==> src/hw/rtl/cle_pkg.sv <==
// shared types and constants for the circular list engine
package cle_pkg;

    localparam int CAPACITY_DEF   = 16;
    localparam int VALUE_BITS_DEF = 32;
    localparam int COUNT_W        = 5;

    typedef enum logic [2:0] {
        OP_INS_END   = 3'd0,
        OP_INS_FRONT = 3'd1,
        OP_DEL_END   = 3'd2,
        OP_DEL_FRONT = 3'd3,
        OP_INS_KEY   = 3'd4,
        OP_DEL_KEY   = 3'd5,
        OP_READOUT   = 3'd6,
        OP_NONE      = 3'd7
    } t_op;

    typedef enum logic [1:0] {
        ST_OK        = 2'd0,
        ST_EMPTY     = 2'd1,
        ST_FULL      = 2'd2,
        ST_NOT_FOUND = 2'd3
    } t_status;

    typedef struct packed {
        logic [2:0]         op;
        logic signed [31:0] value;
        logic signed [31:0] key;
    } t_in_item;

    typedef struct packed {
        logic [1:0]         status;
        logic signed [31:0] item;
        logic               last;
        logic [4:0]         count;
    } t_out_item;

endpackage

==> src/hw/rtl/cle_ram.sv <==
// generic single-port-write ram with registered read
module cle_ram #(
    parameter int WIDTH = 32,
    parameter int DEPTH = 16
) (
    input  logic                     i_clk,
    input  logic                     i_we,
    input  logic [$clog2(DEPTH)-1:0] i_waddr,
    input  logic [WIDTH-1:0]         i_wdata,
    input  logic [$clog2(DEPTH)-1:0] i_raddr,
    output logic [WIDTH-1:0]         o_rdata
);
    logic [WIDTH-1:0] r_mem [DEPTH];

    always_ff @(posedge i_clk) begin
        if (i_we) begin
            r_mem[i_waddr] <= i_wdata;
        end
        o_rdata <= r_mem[i_raddr];
    end
endmodule

==> src/hw/rtl/circular_list_engine_unit.sv <==
// top level of the circular list engine: sequencer over value and link stores
// Inserts at either end take a slot off the free list directly; front deletes, end deletes,
// keyed ops and readout walk the list from the first entry one entry at a time, as set by
// the single read port of the link and value stores.
// After reset a clearing pass over every entry chains the free list; busy stays high
// meanwhile. Results appear one per strobe and cannot be held off; readout gives one
// result per entry.
module circular_list_engine_unit
    import cle_pkg::*;
#(
    parameter int CAPACITY = CAPACITY_DEF
) (
    input  logic                i_clk,
    input  logic                i_rst_n,
    input  logic                start,
    output logic                busy,
    input  cle_pkg::t_in_item   i_in,
    output logic                o_valid,
    output cle_pkg::t_out_item  o_out
);
    localparam int AW = $clog2(CAPACITY);
    localparam int CW = $clog2(CAPACITY + 1);

    typedef enum logic [3:0] {
        S_INIT, S_IDLE, S_DISPATCH, S_RD_WAIT, S_RD_USE, S_WALK_WAIT, S_WALK_USE,
        S_LINK1, S_LINK2, S_DONE
    } t_state;

    t_state          r_state;
    t_op             r_op;
    logic [31:0]     r_value, r_key, r_item;
    logic [AW-1:0]   r_first, r_final, r_free, r_cur, r_prev, r_new;
    logic [CW-1:0]   r_count, r_idx;
    logic [AW-1:0]   r_init;
    logic [1:0]      r_status;
    logic            r_head_hit;

    logic            lk_we, vl_we;
    logic [AW-1:0]   lk_waddr, lk_wdata, lk_raddr, vl_waddr, vl_raddr;
    logic [31:0]     vl_wdata, vl_rdata;
    logic [AW-1:0]   lk_rdata;
    logic            r_lk_we;
    logic [AW-1:0]   r_lk_waddr, r_lk_wdata, r_lk_raddr;
    logic            r_lk2_we;
    logic [AW-1:0]   r_lk2_waddr, r_lk2_wdata;

    cle_ram #(.WIDTH(AW), .DEPTH(CAPACITY)) u_link (
        .i_clk(i_clk), .i_we(lk_we), .i_waddr(lk_waddr), .i_wdata(lk_wdata),
        .i_raddr(lk_raddr), .o_rdata(lk_rdata)
    );
    cle_ram #(.WIDTH(32), .DEPTH(CAPACITY)) u_value (
        .i_clk(i_clk), .i_we(vl_we), .i_waddr(vl_waddr), .i_wdata(vl_wdata),
        .i_raddr(vl_raddr), .o_rdata(vl_rdata)
    );

    function automatic logic [AW-1:0] wrap_inc(input logic [AW-1:0] x);
        if (x == AW'(CAPACITY - 1)) begin
            return '0;
        end
        return x + AW'(1);
    endfunction

    // second link write port is sequenced: the stores have one write port, pending writes go
    // through r_lk2 on the next cycle
    assign lk_we    = r_lk_we;
    assign lk_waddr = r_lk_waddr;
    assign lk_wdata = r_lk_wdata;
    assign lk_raddr = r_lk_raddr;
    assign vl_raddr = r_cur;

    logic          r_vl_we;
    logic [AW-1:0] r_vl_waddr;
    assign vl_we    = r_vl_we;
    assign vl_waddr = r_vl_waddr;
    assign vl_wdata = r_value;

    assign busy = (r_state != S_IDLE);

    always_ff @(posedge i_clk) begin
        if (!i_rst_n) begin
            r_state    <= S_INIT;
            r_init     <= '0;
            r_first    <= '0;
            r_final    <= '0;
            r_free     <= '0;
            r_count    <= '0;
            r_lk_we    <= 1'b0;
            r_lk2_we   <= 1'b0;
            r_vl_we    <= 1'b0;
            o_valid    <= 1'b0;
        end else begin
            r_lk_we  <= r_lk2_we;
            r_lk_waddr <= r_lk2_waddr;
            r_lk_wdata <= r_lk2_wdata;
            r_lk2_we <= 1'b0;
            r_vl_we  <= 1'b0;
            o_valid  <= 1'b0;
            unique case (r_state)
                S_INIT: begin
                    r_lk_we    <= 1'b1;
                    r_lk_waddr <= r_init;
                    r_lk_wdata <= wrap_inc(r_init);
                    r_init     <= wrap_inc(r_init);
                    if (r_init == AW'(CAPACITY - 1)) begin
                        r_state <= S_IDLE;
                    end
                end
                S_IDLE: begin
                    if (start) begin
                        r_op    <= t_op'(i_in.op);
                        r_value <= i_in.value;
                        r_key   <= i_in.key;
                        r_state <= S_DISPATCH;
                    end
                end
                S_DISPATCH: begin
                    r_item     <= '0;
                    r_status   <= ST_OK;
                    r_cur      <= r_first;
                    r_prev     <= r_final;
                    r_idx      <= '0;
                    r_head_hit <= 1'b1;
                    unique case (r_op)
                        OP_INS_END, OP_INS_FRONT: begin
                            if (r_count == CW'(CAPACITY)) begin
                                r_status <= ST_FULL;
                                r_state  <= S_DONE;
                            end else begin
                                // read free list link of the slot taken
                                r_new      <= r_free;
                                r_lk_raddr <= r_free;
                                r_vl_we    <= 1'b1;
                                r_vl_waddr <= r_free;
                                r_state    <= S_RD_WAIT;
                            end
                        end
                        OP_DEL_END, OP_DEL_FRONT, OP_DEL_KEY, OP_READOUT, OP_INS_KEY: begin
                            if (r_count == '0) begin
                                r_status <= ST_EMPTY;
                                r_state  <= S_DONE;
                            end else if (r_op == OP_INS_KEY && r_count == CW'(CAPACITY)) begin
                                r_status <= ST_FULL;
                                r_state  <= S_DONE;
                            end else begin
                                r_lk_raddr <= r_first;
                                r_state    <= S_WALK_WAIT;
                            end
                        end
                        default: r_state <= S_IDLE;
                    endcase
                end
                S_RD_WAIT: r_state <= S_RD_USE;
                S_RD_USE: begin
                    // insert of r_new in front of r_cur with predecessor r_prev
                    r_free <= lk_rdata;
                    r_lk_we <= 1'b1;
                    r_lk_waddr <= r_new;
                    r_lk2_we <= (r_count != '0);
                    r_lk2_waddr <= r_prev;
                    r_lk2_wdata <= r_new;
                    r_count <= r_count + CW'(1);
                    if (r_count == '0) begin
                        r_lk_wdata <= r_new;
                        r_first <= r_new;
                        r_final <= r_new;
                    end else begin
                        r_lk_wdata <= r_cur;
                        if (r_op == OP_INS_END) begin
                            r_final <= r_new;
                        end else if (r_head_hit) begin
                            r_first <= r_new;
                        end
                    end
                    if (r_op == OP_INS_END) begin
                        r_lk_wdata <= (r_count == '0) ? r_new : r_first;
                        r_lk2_waddr <= r_final;
                    end
                    r_state <= S_LINK1;
                end
                S_WALK_WAIT: r_state <= S_WALK_USE;
                S_WALK_USE: begin
                    // vl_rdata, lk_rdata are value and link of r_cur
                    logic hit;
                    hit = 1'b0;
                    unique case (r_op)
                        OP_READOUT: begin
                            o_valid <= 1'b1;
                            o_out.status <= ST_OK;
                            o_out.item <= vl_rdata;
                            o_out.last <= (r_idx + CW'(1) == r_count);
                            o_out.count <= COUNT_W'(r_count);
                            hit = (r_idx + CW'(1) == r_count);
                            if (hit) begin
                                r_state <= S_IDLE;
                            end
                        end
                        OP_DEL_FRONT: hit = 1'b1;
                        OP_DEL_END: hit = (r_idx + CW'(1) == r_count);
                        default: hit = (vl_rdata == r_key);
                    endcase
                    if (r_op != OP_READOUT) begin
                        if (hit) begin
                            if (r_op == OP_INS_KEY) begin
                                r_new      <= r_free;
                                r_lk_raddr <= r_free;
                                r_vl_we    <= 1'b1;
                                r_vl_waddr <= r_free;
                                r_state    <= S_RD_WAIT;
                            end else begin
                                // unlink r_cur: prev -> next, cur -> free
                                r_item <= vl_rdata;
                                r_lk_we <= 1'b1;
                                r_lk_waddr <= r_cur;
                                r_lk_wdata <= r_free;
                                r_free <= r_cur;
                                r_lk2_we <= (r_count != CW'(1));
                                r_lk2_waddr <= r_prev;
                                r_lk2_wdata <= lk_rdata;
                                r_count <= r_count - CW'(1);
                                if (r_count != CW'(1)) begin
                                    if (r_head_hit) begin
                                        r_first <= lk_rdata;
                                    end
                                    if (r_cur == r_final) begin
                                        r_final <= r_prev;
                                    end
                                end
                                r_state <= S_LINK1;
                            end
                        end else if (r_idx + CW'(1) == r_count) begin
                            r_status <= ST_NOT_FOUND;
                            r_state <= S_DONE;
                        end
                    end
                    if (!hit) begin
                        r_prev     <= r_cur;
                        r_cur      <= lk_rdata;
                        r_lk_raddr <= lk_rdata;
                        r_idx      <= r_idx + CW'(1);
                        r_head_hit <= 1'b0;
                        if (!(r_op != OP_READOUT && r_idx + CW'(1) == r_count)) begin
                            r_state <= S_WALK_WAIT;
                        end
                    end
                end
                S_LINK1: r_state <= S_LINK2;
                S_LINK2: r_state <= S_DONE;
                S_DONE: begin
                    o_valid <= 1'b1;
                    o_out.status <= r_status;
                    o_out.item <= r_item;
                    o_out.last <= 1'b1;
                    o_out.count <= COUNT_W'(r_count);
                    r_state <= S_IDLE;
                end
                default: r_state <= S_IDLE;
            endcase
        end
    end

    assert property (@(posedge i_clk) disable iff (!i_rst_n)
        r_count <= CW'(CAPACITY)) else $error("count beyond capacity");
    assert property (@(posedge i_clk) disable iff (!i_rst_n)
        (r_state == S_IDLE && start) |=> busy) else $error("item not taken");
    assert property (@(posedge i_clk) disable iff (!i_rst_n)
        (o_valid && o_out.status != ST_OK) |-> o_out.last) else $error("error not last");
endmodule

==> config.mk <==
export PLATFORM = sky130hd
export DESIGN_NAME = circular_list_engine_unit
export DESIGN_NICKNAME = d
export VERILOG_FILES = /design/src/hw/rtl/cle_pkg.sv /design/src/hw/rtl/cle_ram.sv /design/src/hw/rtl/circular_list_engine_unit.sv
export SDC_FILE = /design/constraint.sdc
export NUM_CORES = 1
export LEC_CHECK = 0
export ABC_AREA = 1
export BUFFER_PORTS_ARGS = -buffer_cell sky130_fd_sc_hd__buf_2
export CAP_MARGIN = 20
export CORE_ASPECT_RATIO = 1.1
export CORE_UTILIZATION = 33
export CTS_BUF_LIST = sky130_fd_sc_hd__clkbuf_4 sky130_fd_sc_hd__clkbuf_8
export DETAILED_ROUTE_END_ITERATION = 8
export HOLD_SLACK_MARGIN = 0.02
export PLACE_DENSITY_LB_ADDON = 0.05
export SETUP_SLACK_MARGIN = 0.1
export SLEW_MARGIN = 5
export SYNTH_ARGS = -nofsm -noshare
export SYNTH_HDL_FRONTEND = slang
export SYNTH_SLANG_ARGS = --single-unit
==> constraint.sdc <==
create_clock -name i_clk -period 5.7 [get_ports i_clk]
set_clock_uncertainty 0.05 [all_clocks]
set_input_delay 0.855 -clock i_clk [delete_from_list [all_inputs] [get_ports i_clk]]
set_output_delay 0.855 -clock i_clk [all_outputs]
set_load 0.02 [all_outputs]
---- Word level (Yosys, flattened, before mapping) ----
Memory sizes are Yosys's and may differ from the RTL's. A register that Yosys moved wholly into a read port is not among the register bits.
Cells that the tools add are included.
operators by class
  $add $sub $neg .......................... 4
  equality and inequality tests ........... 46
  multiplexer cells ....................... 122
  reduce and logical (&&, ||, !) cells .... 25
operators with widths
  cell                                                                    count
  4-bit 2-to-1 mux                                                        59
  32-bit 2-to-1 mux                                                       3
  4-bit one-hot mux with 2 select lines                                   11
  40-bit one-hot mux with 2 select lines                                  1
  32-bit one-hot mux with 2 select lines                                  1
  40-bit 2-to-1 mux                                                       1
  4-bit one-hot mux with 9 select lines                                   1
  32-bit equality test                                                    1
  3-bit inequality test (second input constant)                           9
  2-bit inequality test (second input constant)                           12
  4-bit one-hot mux with 3 select lines                                   2
  1-bit 2-to-1 mux                                                        22
  5-bit 2-to-1 mux                                                        4
  5-bit one-hot mux with 2 select lines                                   2
  4-bit by 3-bit equality test with 1-bit output (second input constant)  4
  8-bit AND reduction                                                     2
  5-bit AND reduction                                                     3
  7-bit AND reduction                                                     2
  4-bit equality test (second input constant)                             3
  2-bit 2-to-1 mux                                                        6
  1-bit one-hot mux with 2 select lines                                   6
  5-bit by 1-bit adder with 5-bit output (second input constant)          2
  3-bit equality test (second input constant)                             3
  3-bit AND reduction                                                     3
  25 further kinds                                                        34
word-level totals
  bits in registers ....................... 208
  memory bits (writable) .................. 576
  input bits .............................. 70
  output and inout port bits .............. 42
  memories ................................ 2
memories
  memory         words  bits a word  read ports  clocked after memory_dff  write ports  RTL line       source
  u_value.r_mem  16     32           1           1                         1            cle_ram.sv:13  logic [WIDTH-1:0] r_mem [DEPTH];
  u_link.r_mem   16     4            1           1                         1            cle_ram.sv:13

---- Depth between registers and ports, before layout ----
  depth after elaboration ................. 10
  gate-level depth with buffers ........... 15
  mapped depth without buffers ............ 14

---- Cells and area by module ----
A second synthesis with hierarchy kept.
unflattened totals
  cell total of the unflattened synthesis .. 3300
  area total of the unflattened synthesis .. 34819.6 um^2
by module, submodules not included
  module                     instances  cells an instance  area each (um^2)  sequential area each (um^2)
  cle_ram (u_value)          1          2120               22738.1           16015.4
  circular_list_engine_unit  1          890                9115.0            5955.7
  cle_ram (u_link)           1          290                2966.6            2001.9

---- Worst setup path before layout ----
OpenSTA, ideal clock, no wires.
  kind .................................... in2reg
  from .................................... input i_rst_n
  to ...................................... register r_key[0], enable pin
  setup time .............................. 574 ps
  arrival ................................. 5513 ps
  data required time ...................... 5076 ps
  slack ................................... -437 ps
  stages .................................. 2
  buffers on the path ..................... 0
  cells stage by stage .................... inv_1 nor3_1
between the ends
  longest elaborated chain between the ends .. 1
RTL lines
  what                                  RTL line                          source
  from (decl)                           circular_list_engine_unit.sv:14   input logic i_rst_n,
  3-bit AND reduction (no source line)  n/a
  to (signal assigned)                  circular_list_engine_unit.sv:112  r_key <= i_in.key;
  to (decl)                             circular_list_engine_unit.sv:31   logic [31:0] r_value, r_key, r_item;
No other way between the ends.
A chain may end at the register's enable or synchronous reset.

---- Worst setup path in the final report ----
  from .................................... register r_idx[0]
  to ...................................... register r_lk2_waddr[0], enable pin
between the ends
  longest elaborated chain between the ends .. 7
RTL lines
  what                                    RTL line                                                            source
  from (decl)                             circular_list_engine_unit.sv:33                                     logic [CW-1:0] r_count, r_idx;
  from (signal assigned)                  circular_list_engine_unit.sv:239                                    r_idx <= r_idx + CW'(1);
  5-bit by 1-bit adder with 5-bit output  circular_list_engine_unit.sv:192, circular_list_engine_unit.sv:198
  5-bit equality test                     circular_list_engine_unit.sv:192, circular_list_engine_unit.sv:198
  1-bit one-hot mux with 2 select lines   circular_list_engine_unit.sv:185                                    unique case (r_op)
  1-bit 2-to-1 mux                        circular_list_engine_unit.sv:98                                     unique case (r_state)
  1-bit 2-to-1 mux                        circular_list_engine_unit.sv:80                                     if (!i_rst_n) begin
  2-bit inequality test (no source line)  n/a
  5-bit AND reduction (no source line)    n/a
  to (signal assigned)                    circular_list_engine_unit.sv:159                                    r_lk2_waddr <= r_prev;
  to (signal assigned)                    circular_list_engine_unit.sv:176                                    r_lk2_waddr <= r_final;
  to (signal assigned)                    circular_list_engine_unit.sv:217                                    r_lk2_waddr <= r_prev;
  to (decl)                               circular_list_engine_unit.sv:45                                     logic [AW-1:0] r_lk2_waddr, r_lk2_wdata;
No other way between the ends. The select of a mux whose other input is x is not followed.

==> qor.txt <==
Hold-fix buffers, CTS: 0
sequential share of power: 54.4%
post-route ant nets: 0
total power draw: 12.00 mW
post-CTS setup buffer count: 0
area occupied by multi-input gates: 7232 µm²
Setup TNS: 0 ps
post-synthesis net count: 2563
Final Max Tran Viols: 0
Comb pwr share: 0.5%
Layout area overhead: 15.50%
CTS tree: built
IO Port Bufs: 111
Post-Syn Area per Cell: 12.91 µm²
commonest cells after routing, fill and taps aside: 755 x edfxtp_1, 388 x nor2_1, 298 x o21ai_0
die area: 98600 µm²
Routed WL: 91890 µm
RePlAce Congestion: 0.8562
Reg clk slew, reported paths: 60 ps
peak supply drop: 0.2232 mV
WS Path Type: reg -> reg
P_sw: 2.451 mW
clock sink total: 820
Tcrit/Tclk final: 57.91%
Power Internal: 9.552 mW
outcome: finished clean
CP peak stage delay: 550 ps
Clk Latency, worst-skew pair: 790 ps
Fin. Hold Viols: 0
drt via density: 5.002
layout cells sized above 1: 16.04%
post-cts resize count: 0
first-pass GRT wire length: 133500 µm
Synth Warn #: 0
Pwr per Cell Area: 323.5 nW/µm²
FF/Latch Area: 23970 µm²
Hold Crit Class: in -> reg
CP Max Fanout: 22
vias in the first global route: 20160
Slew headroom: 37.00%
die extent in x: 299.5 µm
WL/cell: 22.78 µm
Tmin final: 3301 ps
Seq cells post-synth: 820
# setup viols final: 0
DR iter-0 viols: 1436
RSZ-0062 raised after global routing: no
critical path's slowest cell: nor2_1
cell mode on critical path: nor2_1
Worst Max-Slew Pin Slew: 944.9 ps
max-cap viol count: 0
Net Sw Frac: 20.42%
CTS Buffer Depth: 3
Critical Path RT: 6060 ps
Final nets: 2718
DR vias: 20170
WP buf/inv: 1
CP Data Arrival Time: 3660 ps
Mapped Cells: 2488
initial antenna violation count: 2
Core Area: 96040 µm²
dpl hpwl: 51510 µm
clock root buffer: clkbuf_8
grt total ovfl: 0
die height: 329.2 µm
cts bufs inserted: 142
Initial Utilization: 33.45%
H-tree Lvls: 4
Syn Std Cell Area: 32130 µm²
leakage: 12.65 nW
CP delay by family, top: simple AND/OR/NAND/NOR gates
count of different cell masters after synthesis: 40
Ports: 112
most common cell after layout, fill and taps aside: edfxtp_1
GRT Total Usage: 18.63%
largest net degree at the start of global routing: 173
worst-path cell chain: ha_1, inv_1, nand2_1, nand2_1, nor2_1, nand3_1, nor2_1, nand3_2, nand2_4, nand3_4, nand2_4, nand2_2, nor2_1
Crit. End Element: flop
FMAX: 303.0 MHz
Clock Power Share: 45.1%
Remaining DRCs: 0
drt pass-1 iters: 5
post-synthesis sequential area ratio: 74.62%
Cell Rows: 119
startpoint types: flop
fillers: 9214
power groups by stage:
stage | Combinational, mW | Sequential, mW | Clock, mW
floorplan | 0.0223 | 6.64 | 0
global placement | 0.0653 | 6.65 | 0
detailed placement | 0.0649 | 6.65 | 0
CTS | 0.0656 | 6.53 | 5.59
global route | 0.0698 | 6.53 | 5.83
finish | 0.0632 | 6.53 | 5.41
path summary, 6_finish.rpt:
| kind | from | endpoint | slack, ps | cells after the start |
|---|---|---|---|---|
| max reg2reg | r_idx[0]$_SDFFCE_PN0P_ | r_lk2_waddr[0]$_DFFE_PP_ | 2400 | 13 |
| min reg2reg | r_init[3]$_SDFFE_PN0P_ | r_init[3]$_SDFFE_PN0P_ | 440 | 2 |
| min | i_in[58] | r_value[26]$_DFFE_PP_ | 180 | 1 |
| max | r_idx[0]$_SDFFCE_PN0P_ | r_lk2_waddr[0]$_DFFE_PP_ | 2400 | 13 |
metrics by stage:
stage | hold WS (ps) | std cells | util (%) | instance area [µm²] | worst slack, ps
after floorplan | 359.5 | 2488 | - | 32130 | 1602
after global placement | 427.6 | 3768 | 35.58 | 34170 | 2374
after detailed placement | 424.3 | 3769 | 35.60 | 34190 | 2323
after CTS | 96.29 | 4032 | 38.63 | 37100 | 2308
after global routing | 111.3 | 4033 | 38.64 | 37110 | 2119
final | 182.7 | 4033 | 38.64 | 37110 | 2399
cell usage after synthesis:
library cell | number | area share, %
edfxtp_1 | 755 | 71
nor2_1 | 397 | 4.6
o21ai_0 | 298 | 4.6
nand2_1 | 241 | 2.8
inv_1 | 119 | 1.4
clkbuf_1 | 107 | 1.3
o221ai_1 | 102 | 2.8
a21oi_1 | 92 | 1.4
nand3_1 | 80 | 1.2
dfxtp_1 | 65 | 4.1
o211ai_1 | 48 | 1.1
o22ai_1 | 31 | 0.60
xnor2_1 | 28 | 0.76
mux2i_1 | 16 | 0.50
buf_1 | 15 | 0.18
nor3_1 | 15 | 0.23
buf_2 | 13 | 0.20
nand4_1 | 13 | 0.25
inv_2 | 11 | 0.13
nand2_2 | 6 | 0.12
ha_1 | 5 | 0.19
xor2_1 | 5 | 0.14
clkinv_1 | 3 | 0.035
a211oi_1 | 2 | 0.047
a22oi_1 | 2 | 0.047
buf_4 | 2 | 0.047
buf_6 | 2 | 0.070
nand2_4 | 2 | 0.070
nor3_4 | 2 | 0.10
a221oi_1 | 1 | 0.027
a41oi_1 | 1 | 0.027
nand3_2 | 1 | 0.031
nand3_4 | 1 | 0.055
nand3b_1 | 1 | 0.023
nor2_4 | 1 | 0.035
nor3_2 | 1 | 0.031
o21a_1 | 1 | 0.023
o21bai_1 | 1 | 0.023
o21bai_2 | 1 | 0.035
o31ai_1 | 1 | 0.023
final cells by class:
cell class	instances	area share (%)
clock buffers	224	7.280
repair buffers	150	2.387
diodes	1	0.006744
multi-input cells	1396	19.49
well taps	1270	4.282
clock inverters	39	0.5766
flip-flops and latches	820	64.61
inverters	133	1.369
flip-flops by register name, indices dropped and copies added (netlist names), 5 cells and up:
| name | flops |
|---|---|
| u_link.r_mem | 64 |
| r_key | 32 |
| r_value | 32 |
| o_out | 40 |
| u_value.r_mem | 512 |
| u_value.o_rdata | 32 |
| r_count | 5 |
| r_idx | 5 |
| r_item | 32 |
per-layer routing:
layer,vias to the layer above,wire [µm],GRT usage (%)
met4,0,1845,5.646
met5,-,0,0
met3,135,4444,3.924
li1,9444,-,-
met2,518,43950,30.71
met1,10080,41650,24.63
logic make-up after synthesis:
logic type,after synthesis,synth area share [%]
compound gates,581,10.84
xor+xnor,33,0.8997
fa+ha+maj,5,0.1947
buf+inv,272,3.299
flops,820,74.62
mux,16,0.4985
simple gates,761,9.651
Note: power is estimated with default switching activity, not from simulation.
